File: src/hdl/cmi_pkg.sv
`timescale 1ns / 1ps
`default_nettype none
// ----------------------------------------------------------------------------
// cmi_pkg
// Shared types, constants and arithmetic helpers of the camera motion
// integrator.
// ----------------------------------------------------------------------------
package cmi_pkg;

  localparam int unsigned DenW    = 24;
  localparam int unsigned NumAxes = 5;   // position x, y, z, rotation x, y
  localparam int unsigned AxisW   = 3;
  localparam int unsigned CfgIdxW = 3;

  localparam logic [AxisW-1:0] AxisPosX = 3'd0;
  localparam logic [AxisW-1:0] AxisPosY = 3'd1;
  localparam logic [AxisW-1:0] AxisPosZ = 3'd2;
  localparam logic [AxisW-1:0] AxisRotX = 3'd3;
  localparam logic [AxisW-1:0] AxisRotY = 3'd4;

  localparam logic [2:0] OpTick     = 3'd0;
  localparam logic [2:0] OpBoostPos = 3'd1;
  localparam logic [2:0] OpBoostRot = 3'd2;
  localparam logic [2:0] OpSetPos   = 3'd3;
  localparam logic [2:0] OpSetRot   = 3'd4;

  localparam logic [CfgIdxW-1:0] RegBoxEnabled = 3'd0;
  localparam logic [CfgIdxW-1:0] RegBoxMinX    = 3'd1;
  localparam logic [CfgIdxW-1:0] RegBoxMaxX    = 3'd2;
  localparam logic [CfgIdxW-1:0] RegBoxMinY    = 3'd3;
  localparam logic [CfgIdxW-1:0] RegBoxMaxY    = 3'd4;

  typedef struct packed {
    logic [2:0]         operation;
    logic [15:0]        step_time;
    logic signed [31:0] value_x;
    logic signed [31:0] value_y;
    logic signed [31:0] value_z;
    logic               clear_motion;
  } in_item_t;

  typedef struct packed {
    logic signed [31:0] position_x;
    logic signed [31:0] position_y;
    logic signed [31:0] position_z;
    logic signed [31:0] rotation_x;
    logic signed [31:0] rotation_y;
    logic               bounced_x;
    logic               bounced_y;
  } out_item_t;

  typedef struct packed {
    logic             load;
    logic             simple;
    logic             mul;
    logic             add;
    logic             wb;
    logic             clamp;
    logic             out_load;
    logic [AxisW-1:0] axis;
  } cmd_t;

  typedef struct packed {
    logic is_tick;
    logic step_zero;
    logic div_done;
  } status_t;

  // Saturates a 35-bit signed value to the 32-bit range.
  function automatic logic signed [31:0] sat35(input logic signed [34:0] x);
    logic signed [31:0] r;
    if ((x[34:31] == 4'b0000) || (x[34:31] == 4'b1111)) begin
      r = x[31:0];
    end else if (x[34]) begin
      r = 32'sh8000_0000;
    end else begin
      r = 32'sh7FFF_FFFF;
    end
    return r;
  endfunction

endpackage
`default_nettype wire

File: src/hdl/cmi_ctrl.sv
`timescale 1ns / 1ps
`default_nettype none
// ----------------------------------------------------------------------------
// cmi_ctrl
// Sequencer: walks a tick through the five axes and drives both handshakes.
// ----------------------------------------------------------------------------
module cmi_ctrl (
  input  wire logic              clk_i,
  input  wire logic              rst_ni,
  input  wire logic              in_valid_i,
  output logic                   in_stall_o,
  output logic                   out_valid_o,
  input  wire logic              out_stall_i,
  input  wire cmi_pkg::status_t  status_i,
  output cmi_pkg::cmd_t          cmd_o
);

  localparam logic [2:0] StIdle   = 3'd0;
  localparam logic [2:0] StExec   = 3'd1;
  localparam logic [2:0] StMul    = 3'd2;
  localparam logic [2:0] StAdd    = 3'd3;
  localparam logic [2:0] StDiv    = 3'd4;
  localparam logic [2:0] StClamp  = 3'd5;
  localparam logic [2:0] StFinish = 3'd6;

  logic [2:0]                state_q, state_d;
  logic [cmi_pkg::AxisW-1:0] axis_q, axis_d;
  logic                      out_valid_q, out_valid_d;

  always_comb begin
    state_d     = state_q;
    axis_d      = axis_q;
    out_valid_d = out_valid_q && out_stall_i;
    cmd_o       = '0;
    cmd_o.axis  = axis_q;
    case (state_q)
      StIdle: begin
        if (in_valid_i) begin
          cmd_o.load = 1'b1;
          state_d    = StExec;
        end
      end
      StExec: begin
        if (status_i.is_tick && !status_i.step_zero) begin
          axis_d  = cmi_pkg::AxisPosX;
          state_d = StMul;
        end else begin
          cmd_o.simple = 1'b1;
          state_d      = StFinish;
        end
      end
      StMul: begin
        cmd_o.mul = 1'b1;
        state_d   = StAdd;
      end
      StAdd: begin
        cmd_o.add = 1'b1;
        state_d   = StDiv;
      end
      StDiv: begin
        if (status_i.div_done) begin
          cmd_o.wb = 1'b1;
          if (axis_q == cmi_pkg::AxisRotY) begin
            state_d = StClamp;
          end else begin
            axis_d  = axis_q + 3'd1;
            state_d = StMul;
          end
        end
      end
      StClamp: begin
        cmd_o.clamp = 1'b1;
        state_d     = StFinish;
      end
      StFinish: begin
        if (!out_valid_q || !out_stall_i) begin
          cmd_o.out_load = 1'b1;
          out_valid_d    = 1'b1;
          state_d        = StIdle;
        end
      end
      default: state_d = StIdle;
    endcase
  end

  always_ff @(posedge clk_i or negedge rst_ni) begin
    if (!rst_ni) begin
      state_q     <= StIdle;
      axis_q      <= '0;
      out_valid_q <= 1'b0;
    end else begin
      state_q     <= state_d;
      axis_q      <= axis_d;
      out_valid_q <= out_valid_d;
    end
  end

  assign in_stall_o  = (state_q != StIdle);
  assign out_valid_o = out_valid_q;

endmodule
`default_nettype wire

File: config.mk
export PLATFORM = sky130hd
export DESIGN_NAME = cmi_ctrl
export DESIGN_NICKNAME = d
export VERILOG_FILES = /design/src/hdl/cmi_pkg.sv /design/src/hdl/cmi_ctrl.sv
export SDC_FILE = /design/constraint.sdc
export NUM_CORES = 1
export LEC_CHECK = 0
export ABC_AREA = 0
export BUFFER_PORTS_ARGS = -buffer_cell sky130_fd_sc_hd__buf_2
export CORE_AREA = 2 2 39 41
export DETAILED_ROUTE_END_ITERATION = 16
export DIE_AREA = 0 0 41 43
export PLACE_DENSITY = 0.61
export SLEW_MARGIN = 40
export SYNTH_ARGS = -nofsm -noshare
export SYNTH_HDL_FRONTEND = slang
export SYNTH_SLANG_ARGS = --single-unit
File: constraint.sdc
create_clock -name clk_i -period 2 [get_ports clk_i]
set_input_delay 0.3 -clock clk_i [delete_from_list [all_inputs] [get_ports clk_i]]
set_output_delay 0.3 -clock clk_i [all_outputs]
set_load 0.03 [all_outputs]
==> results of run 1 <==
[through the flow]
stage                     std cells  hold slack, ns
after floorplan                  52         0.00441
after global placement           83           0.151
after detailed placement         83           0.147
after CTS                        88           0.330
after global routing             88           0.370
final                            88           0.342
[state kept, by name, indices dropped and copies added (netlist names)]
register and count:
axis_q 3, state_q 3, out_valid_o 1
[layout make-up]
type / count / area (µm²)
multi-input combinational: 37 / 273
sequential: 7 / 175
inverter: 5 / 18.8
timing repair buffer: 19 / 100
clock buffer: 4 / 26.3
fill: 136 / 771
tap: 16 / 20.0
[kinds of logic (layout without fill, tap and decap cells)]
group                    Yosys count  in the layout  synth area share (%)
AO/OA/AOI/OAI                     13             13                  20.5
buffers and inverters              8             28                  7.01
multiplexers                       1              1                  2.08
AND/OR/NAND/NOR                   21             21                  28.8
adder cells (fa/ha/maj)            2              2                  5.19
flip-flops                         7              7                  36.4
[power groups by stage]
stage               registers [µW]  clock network (µW)  logic, µW
finish                         340                 132        586
global placement               330                   0        586
detailed placement             339                   0        587
global route                   358                 153        644
CTS                            337                 141        593
floorplan                      334                   0        453
[synthesized netlist by cell type (all sizes together) (2+ instances only)]
| master | number | area [µm²] |
|---|---|---|
| dfrtp | 7 | 175 |
| inv | 5 | 18.8 |
| a21oi | 3 | 15.0 |
| buf | 3 | 15.0 |
| nand2 | 3 | 11.3 |
| a21o | 2 | 15.0 |
| and2b | 2 | 15.0 |
| ha | 2 | 25.0 |
| nand3 | 2 | 10.0 |
| nand3b | 2 | 15.0 |
| o211ai | 2 | 15.0 |
| o22ai | 2 | 18.8 |
[worst paths after layout]
check | slack (ns) | cells past startpoint | startpoint | endpoint
max | 0.16 | 3 | state_q[2]$_DFFE_PN0P_ | cmd_o[8]
min | 0.34 | 3 | out_stall_i | out_valid_o$_DFF_PN0_
max reg2reg | 0.58 | 3 | state_q[2]$_DFFE_PN0P_ | axis_q[1]$_DFFE_PN0P_
min reg2reg | 0.52 | 1 | axis_q[0]$_DFFE_PN0P_ | axis_q[0]$_DFFE_PN0P_
max in group asynchronous | 1.41 | 2 | rst_ni | out_valid_o$_DFF_PN0_
min in group asynchronous | 0.43 | 2 | rst_ni | axis_q[2]$_DFFE_PN0P_
[critical path: stages (launching register included)]
cell and delay (ns):
sky130_fd_sc_hd__dfrtp_1 0.52, sky130_fd_sc_hd__or3b_1 0.46, sky130_fd_sc_hd__nor2b_1 0.11, sky130_fd_sc_hd__buf_2 0.20
[layer usage]
layer  vias up  global-route usage, %  routed length, µm
met5         -                      0                  0
met2        12                   19.7                450
met1       193                   21.1                543
met4         0                   6.00                  0
met3         0                   7.85                 57
li1        229                      -                  -
==> results by stage, run 1 <==
Status:
- The run finished with clean final reports.

Placement:
- The HPWL after detailed placement is roughly 750 µm.
- OpenSTA, run right after detailed placement, puts the worst setup slack at approximately 0.44 ns.
- The last weighted congestion value of the routability-driven placer is approximately 0.70.
- The placed instances occupy a cell area of 577 µm².
- Input and output buffers added on the ports amount to 18.

Global routing:
- The pin count of the biggest net entering global routing is 16.
- The overflow left after global routing is 0.
- The total routing usage reported by global routing is 15.3%.
- The first global-routing pass estimated approximately 1700 µm of wire.
- The initial antenna violation count is 0.
- The via count of the first global-routing pass is slightly below 400.

CTS:
- The number of hold buffers added after CTS was 1.
- The later pin in the worst-skew pair is clocked with a latency of 0.25 ns.
- CTS built an H-tree with a depth of 1.
- The clock passes through at most 2 buffers.
- The number of buffers created by CTS is 3.
- The cell at the root of the clock tree is sky130_fd_sc_hd__clkbuf_4.
- The number of gates given a new drive strength after cts is 0.
- The post-CTS setup buffer count is 0.
- The TritonCTS sink count is 7.
- Clock-pin slew was measured on the worst setup and hold paths at 0.06 ns.
- The TritonCTS clock tree is yes.

Critical path:
- The required time of the critical path is 1.70 ns.
- The kind of capture point of the worst setup path is a primary output.
- The highest net fanout along the worst path is 14.
- The startpoint type of the worst setup path is a flip-flop.
- The worst path arrival time is 1.54 ns.
- The worst setup path is of the reg -> out kind.

Route:
- The number of nets still failing antenna checks after routing is 0.
- In the routed layout, each cell is associated on average with a via count of roughly 4.9.
- The final route contains between 400 and 500 vias.
- For this block, the routed nets add up to approximately 1100 µm of wire.
- The first detailed-routing pass ran for 4 iterations.
- The final routed wire length divided by cell count is between 10 and 15 µm.
- After the first detailed-routing iteration, the DRC count stood at 13.
- In the routed design, unresolved DRC markers number 0.

Pwr:
- The share of total power dissipated in combinational logic is 55.4%.
- The analysis attributes to cell leakage a power of ~0.00032 µW.
- The design draws 1060 µW.
- The clock network burns approximately an eighth of the power.
- The total power density per cell area is about 1700 nW/µm².
- The switching share of total power is roughly half.
- In this run, flip-flops and latches consume around a third of the power.
- The worst supply voltage drop on vdd is around 0.69 mV.
- The net switching component of the power is 539 µW.
- The design internal power is ~520 µW.

Floorplanning:
- The top-level port count is 19.
- The initial utilization of the core area, before any placement, comes to a little over a third.
- Measured along the x axis, the die boundary spans between 40 and 50 µm.
- In this run the vertical extent of the chip is approximately 43 µm.
- The full die area is about 1800 µm².
- The core outline area is 1380 µm².
- The number of rows created at floorplan is 14.

Flow run:
- The total of max-cap violations is 0.

STA:
- The total negative slack for setup checks is 0 ns.
- Counting I/O delays and the setup requirement, the final critical path takes about 1.8 ns.
- The number of hold violations in the final report came to 0.
- The transition time at the pin with the least slew margin is between 0.3 and 0.4 ns.
- The number of max-slew violations in the final report came to 0.
- Clock skew on the completed layout was measured at just over 0.0009 ns.
- In this run the tightest slew margin relative to its limit is 73.5%.
- The fmax is approximately 0.54 GHz.
- Setup violations remaining at the end of the flow were counted as 0.
- Setup repair after global routing left no endpoint under its margin.
- The slack of the critical path is between 0.15 and 0.2 ns.
- The worst path uses between 90 and 100% of the clock period.

Synth:
- Sequential elements use ~36% of the synthesized area.
- The cell count after synthesis came out at 52.
- Counting flops with an async set or reset pin after synthesis yields a share of 100%.
- Yosys printed 0 warnings.
- The number of enable-type register cells in the synthesized netlist is 0.
- The net count after synthesis is 61.
- Counting distinct cell types in the post-synthesis netlist gives 30.
- The register bit total from synthesis is 7.
- The synthesized netlist occupies a cell area of about 480 µm².
- The most common flop cell mapped by yosys is sky130_fd_sc_hd__dfrtp_1.
- A synthesized cell averages roughly 9 µm².

Finish:
- Compared with the post-synthesis result, the final layout area differs by 27.3%.
- The library cell used most frequently in the layout, excluding fill and tap cells, is sky130_fd_sc_hd__buf_2.
- After routing the design area is 613 µm².
- Of the cells placed in the final design, the portion with a size suffix greater than 1 is 33.3%.
- The repair_antennas step left the layout with diodes totalling 0.
- The net count of the finished layout is 82.
- The utilization of the core after routing is 44.3%.
- In the layout the commonest cells are 18 x sky130_fd_sc_hd__buf_2, 7 x sky130_fd_sc_hd__dfrtp_1, 5 x sky130_fd_sc_hd__inv_1.

Min path:
- In this run the worst hold path is classified as in -> reg.
(Power assumes the default switching activity.)
==> run 2, diff against run 1 <==
--- a/config.mk
+++ b/config.mk
@@ -8,9 +8,11 @@
 export ABC_AREA = 0
 export BUFFER_PORTS_ARGS = -buffer_cell sky130_fd_sc_hd__buf_2
 export CORE_AREA = 2 2 39 41
+export CTS_CLUSTER_DIAMETER = 30
 export DETAILED_ROUTE_END_ITERATION = 16
 export DIE_AREA = 0 0 41 43
 export PLACE_DENSITY = 0.61
+export RECOVER_POWER = 100
 export SLEW_MARGIN = 40
 export SYNTH_ARGS = -nofsm -noshare
 export SYNTH_HDL_FRONTEND = slang
==> results by stage, run 2 (synthesis results as in run 1) <==
CTS:
- The latest clock arrival within the worst-skew pair is 0.25 ns (about the same).
- The TritonCTS sink count is 7 (unchanged).
- The number of gates given a new drive strength after cts was 0 (unchanged).
- The number of buffers between clock root and the deepest sink is 2 (unchanged).
- The H-tree depth is 1 (unchanged).
- The clock-pin slew of the registers on the worst-case setup and hold paths is 0.06 ns (about the same).
- The number of buffers created by CTS is 3 (unchanged).
- The cell at the root of the clock tree is sky130_fd_sc_hd__clkbuf_4.
- TritonCTS built the clock tree.

Pwr:
- The static leakage came to 0.000274 µW (-13%).
- The worst supply voltage drop on vdd is 0.669 mV (-3.6%).
- The total power density per cell area came to 1740 nW/µm² (+0.69%).

Critical path:
- The setup slack on the worst flop-to-flop path is 0.50 ns (-0.08 ns).
- The highest net fanout along the worst path is 14 (unchanged).
- The worst setup path is captured at a primary output.
- The critical setup path kind is reg -> out.
- The endpoint of the most critical register-to-register path is axis_q[1]$_DFFE_PN0P_.
- The required time of the critical path is 1.70 ns (about the same).
- The worst path arrival time is 1.54 ns (about the same).
- The worst register-to-register path begins at state_q[2]$_DFFE_PN0P_.
- The startpoint type of the worst setup path is a flip-flop.
- The path depth of the worst reg2reg path is 3 (unchanged).

STA:
- The total negative slack for setup checks came to 0 ns (unchanged).
- Setup repair after global routing left no endpoint under its margin.
- The clock skew is 0.000995 ns (+0.0000664 ns).
- The part of the cycle the worst path needs is 91.8% (-0.21 points).
- The relative slew slack came to 73.2% (-0.27 points).
- The number of hold violations in the final report was 0 (unchanged).
- The number of max-slew violations in the final report is 0 (unchanged).
- The slack of the critical path is 0.164 ns (+0.00423 ns).
- The transition time at the pin with the least slew margin came to 0.402 ns (+0.00398 ns).
- The fmax is 0.545 GHz (+0.23%).
- The shortest period the worst path allows is 1.84 ns (-0.00423 ns).
- The final-report setup violation count is 0 (unchanged).

Min path:
- The worst-case hold path end point is out_valid_o$_DFF_PN0_.
- The start point of the worst hold path is out_stall_i.
- The path class of the tightest hold or removal check is in -> reg.
- The number of instances on the worst hold path was 3 (unchanged).

Flow run:
- The total of max-cap violations is 0 (unchanged).

Global routing:
- The total routing usage reported by global routing is 15.3% (unchanged).
- The initial antenna violation count is 0 (unchanged).
- The pin count of the biggest net entering global routing is 16 (unchanged).
- The via count of the first global-routing pass was 393 (unchanged).
- The overflow left after global routing was 0 (unchanged).
- The first-pass GRT wire length is 1740 µm (unchanged).

Route:
- The final routed wire length divided by cell count is 11.8 µm (-0.86%).
- The met1 wire length was 535 µm (-1.5%).
- The final wirelength is 1040 µm (-0.86%).
- The top metal layer carrying routed signals is met3.
- The met2 wire length came to 443 µm (-1.6%).
- The sum of met3 wire segment lengths after detailed routing is 63 µm (+11%).
- The total number of vias is 434 (unchanged).
- The via density per instance is 4.93 (unchanged).
- The number of DRC violations after detailed-routing iteration 0 was 13 (unchanged).
- The number of nets still failing antenna checks after routing is 0 (unchanged).
- The number of detailed-routing iterations run before antenna repair is 4 (unchanged).
- The count of unresolved DRC violations after routing is 0 (unchanged).

Finish:
- The number of nets in the layout is 82 (unchanged).
- The utilization of the core after routing is 42.9% (-1.4 points).
- The fraction of layout instances using a drive strength above 1 is 16.7% (-17 points).
- The final instance count without filler cells is 88 (unchanged).
- The number of diodes was 0 (unchanged).
- The top cell types in the final layout, fill and taps aside, are 12 x sky130_fd_sc_hd__clkbuf_1, 7 x sky130_fd_sc_hd__dfrtp_1, 5 x sky130_fd_sc_hd__inv_1, 5 x sky130_fd_sc_hd__buf_2.
- The most common cell after layout, fill and taps aside is sky130_fd_sc_hd__clkbuf_1.
- The count of filler cells inserted in the layout is 145 (+6.6%).
- From synthesis to final layout, the design area changed by 23.1%.

Floorplanning:
- The top-level port count is 19 (unchanged).
- The die width is 41 µm (unchanged).
- The full die area is 1760 µm² (unchanged).
- The core outline area is 1380 µm² (unchanged).
- The vertical extent of the die is 43 µm (unchanged).
- The initial core utilization is 34.8% (unchanged).
- The number of rows created at floorplan is 14 (unchanged).

Placement:
- The worst-case setup slack after placement is 0.437 ns (unchanged).
- The cell count after placement came to 83 (unchanged).
- The port buffer count is 18 (unchanged).
- The last weighted congestion value of the routability-driven placer is 0.701 (unchanged).
- The HPWL after detailed placement is 748 µm (unchanged).

Status:
- The run finished with clean final reports.
## run 2: timing repair
item / CTS / global route
buffers inserted: 0 / 0
hold buffers: 1 / 0
endpoints found under the hold margin: 7 / 0
endpoints found under the setup margin: 0 / 0
## run 2: area by class of cell
cell class	instances	area, µm²	share of cell area, %
Inverter	5	18.8	3.16
Timing Repair Buffer	19	86.3	14.6
Sequential cell	7	175	29.5
Multi-Input combinational cell	37	267	44.9
Clock buffer	4	26.3	4.43
Tap cell	16	20.0	3.38
## run 2: worst max-delay path: stages (launching register included)
cell and delay (ns):
sky130_fd_sc_hd__dfrtp_1 0.52, sky130_fd_sc_hd__or3b_1 0.45, sky130_fd_sc_hd__nor2b_1 0.11, sky130_fd_sc_hd__clkbuf_2 0.21
## run 2: how the worst max path moves through the flow
stage | startpoint | end
finish | state_q[2]$_DFFE_PN0P_ | cmd_o[8]
detailed placement | state_q[0]$_DFFE_PN0P_ | cmd_o[8]
global route | state_q[0]$_DFFE_PN0P_ | cmd_o[8]
global placement | state_q[2]$_DFFE_PN0P_ | cmd_o[8]
CTS | state_q[0]$_DFFE_PN0P_ | cmd_o[8]
floorplan | state_q[2]$_DFFE_PN0P_ | cmd_o[9]
## run 2: metrics by stage
step | hold slack [ns] | instance area [µm²] | total power, µW
after global routing | 0.370 | 593 | 1130
after detailed placement | 0.147 | 577 | 926
after floorplan | 0.00441 | 482 | 787
after global placement | 0.151 | 577 | 915
final | 0.341 | 593 | 1030
after CTS | 0.330 | 613 | 1070
## run 2: power by group
group	total, µW	switching (µW)	internal [µW]
Combinational	558	347	211
Clock	132	56.0	76.4
Sequential	341	134	208
Total	1030	537	495
## run 2: per-layer routing
layer  up-vias  track usage [%]
li1        231                -
met1       191             21.1
met2        12             19.7
met3         0             7.85
met4         0             6.00
met5         -                0
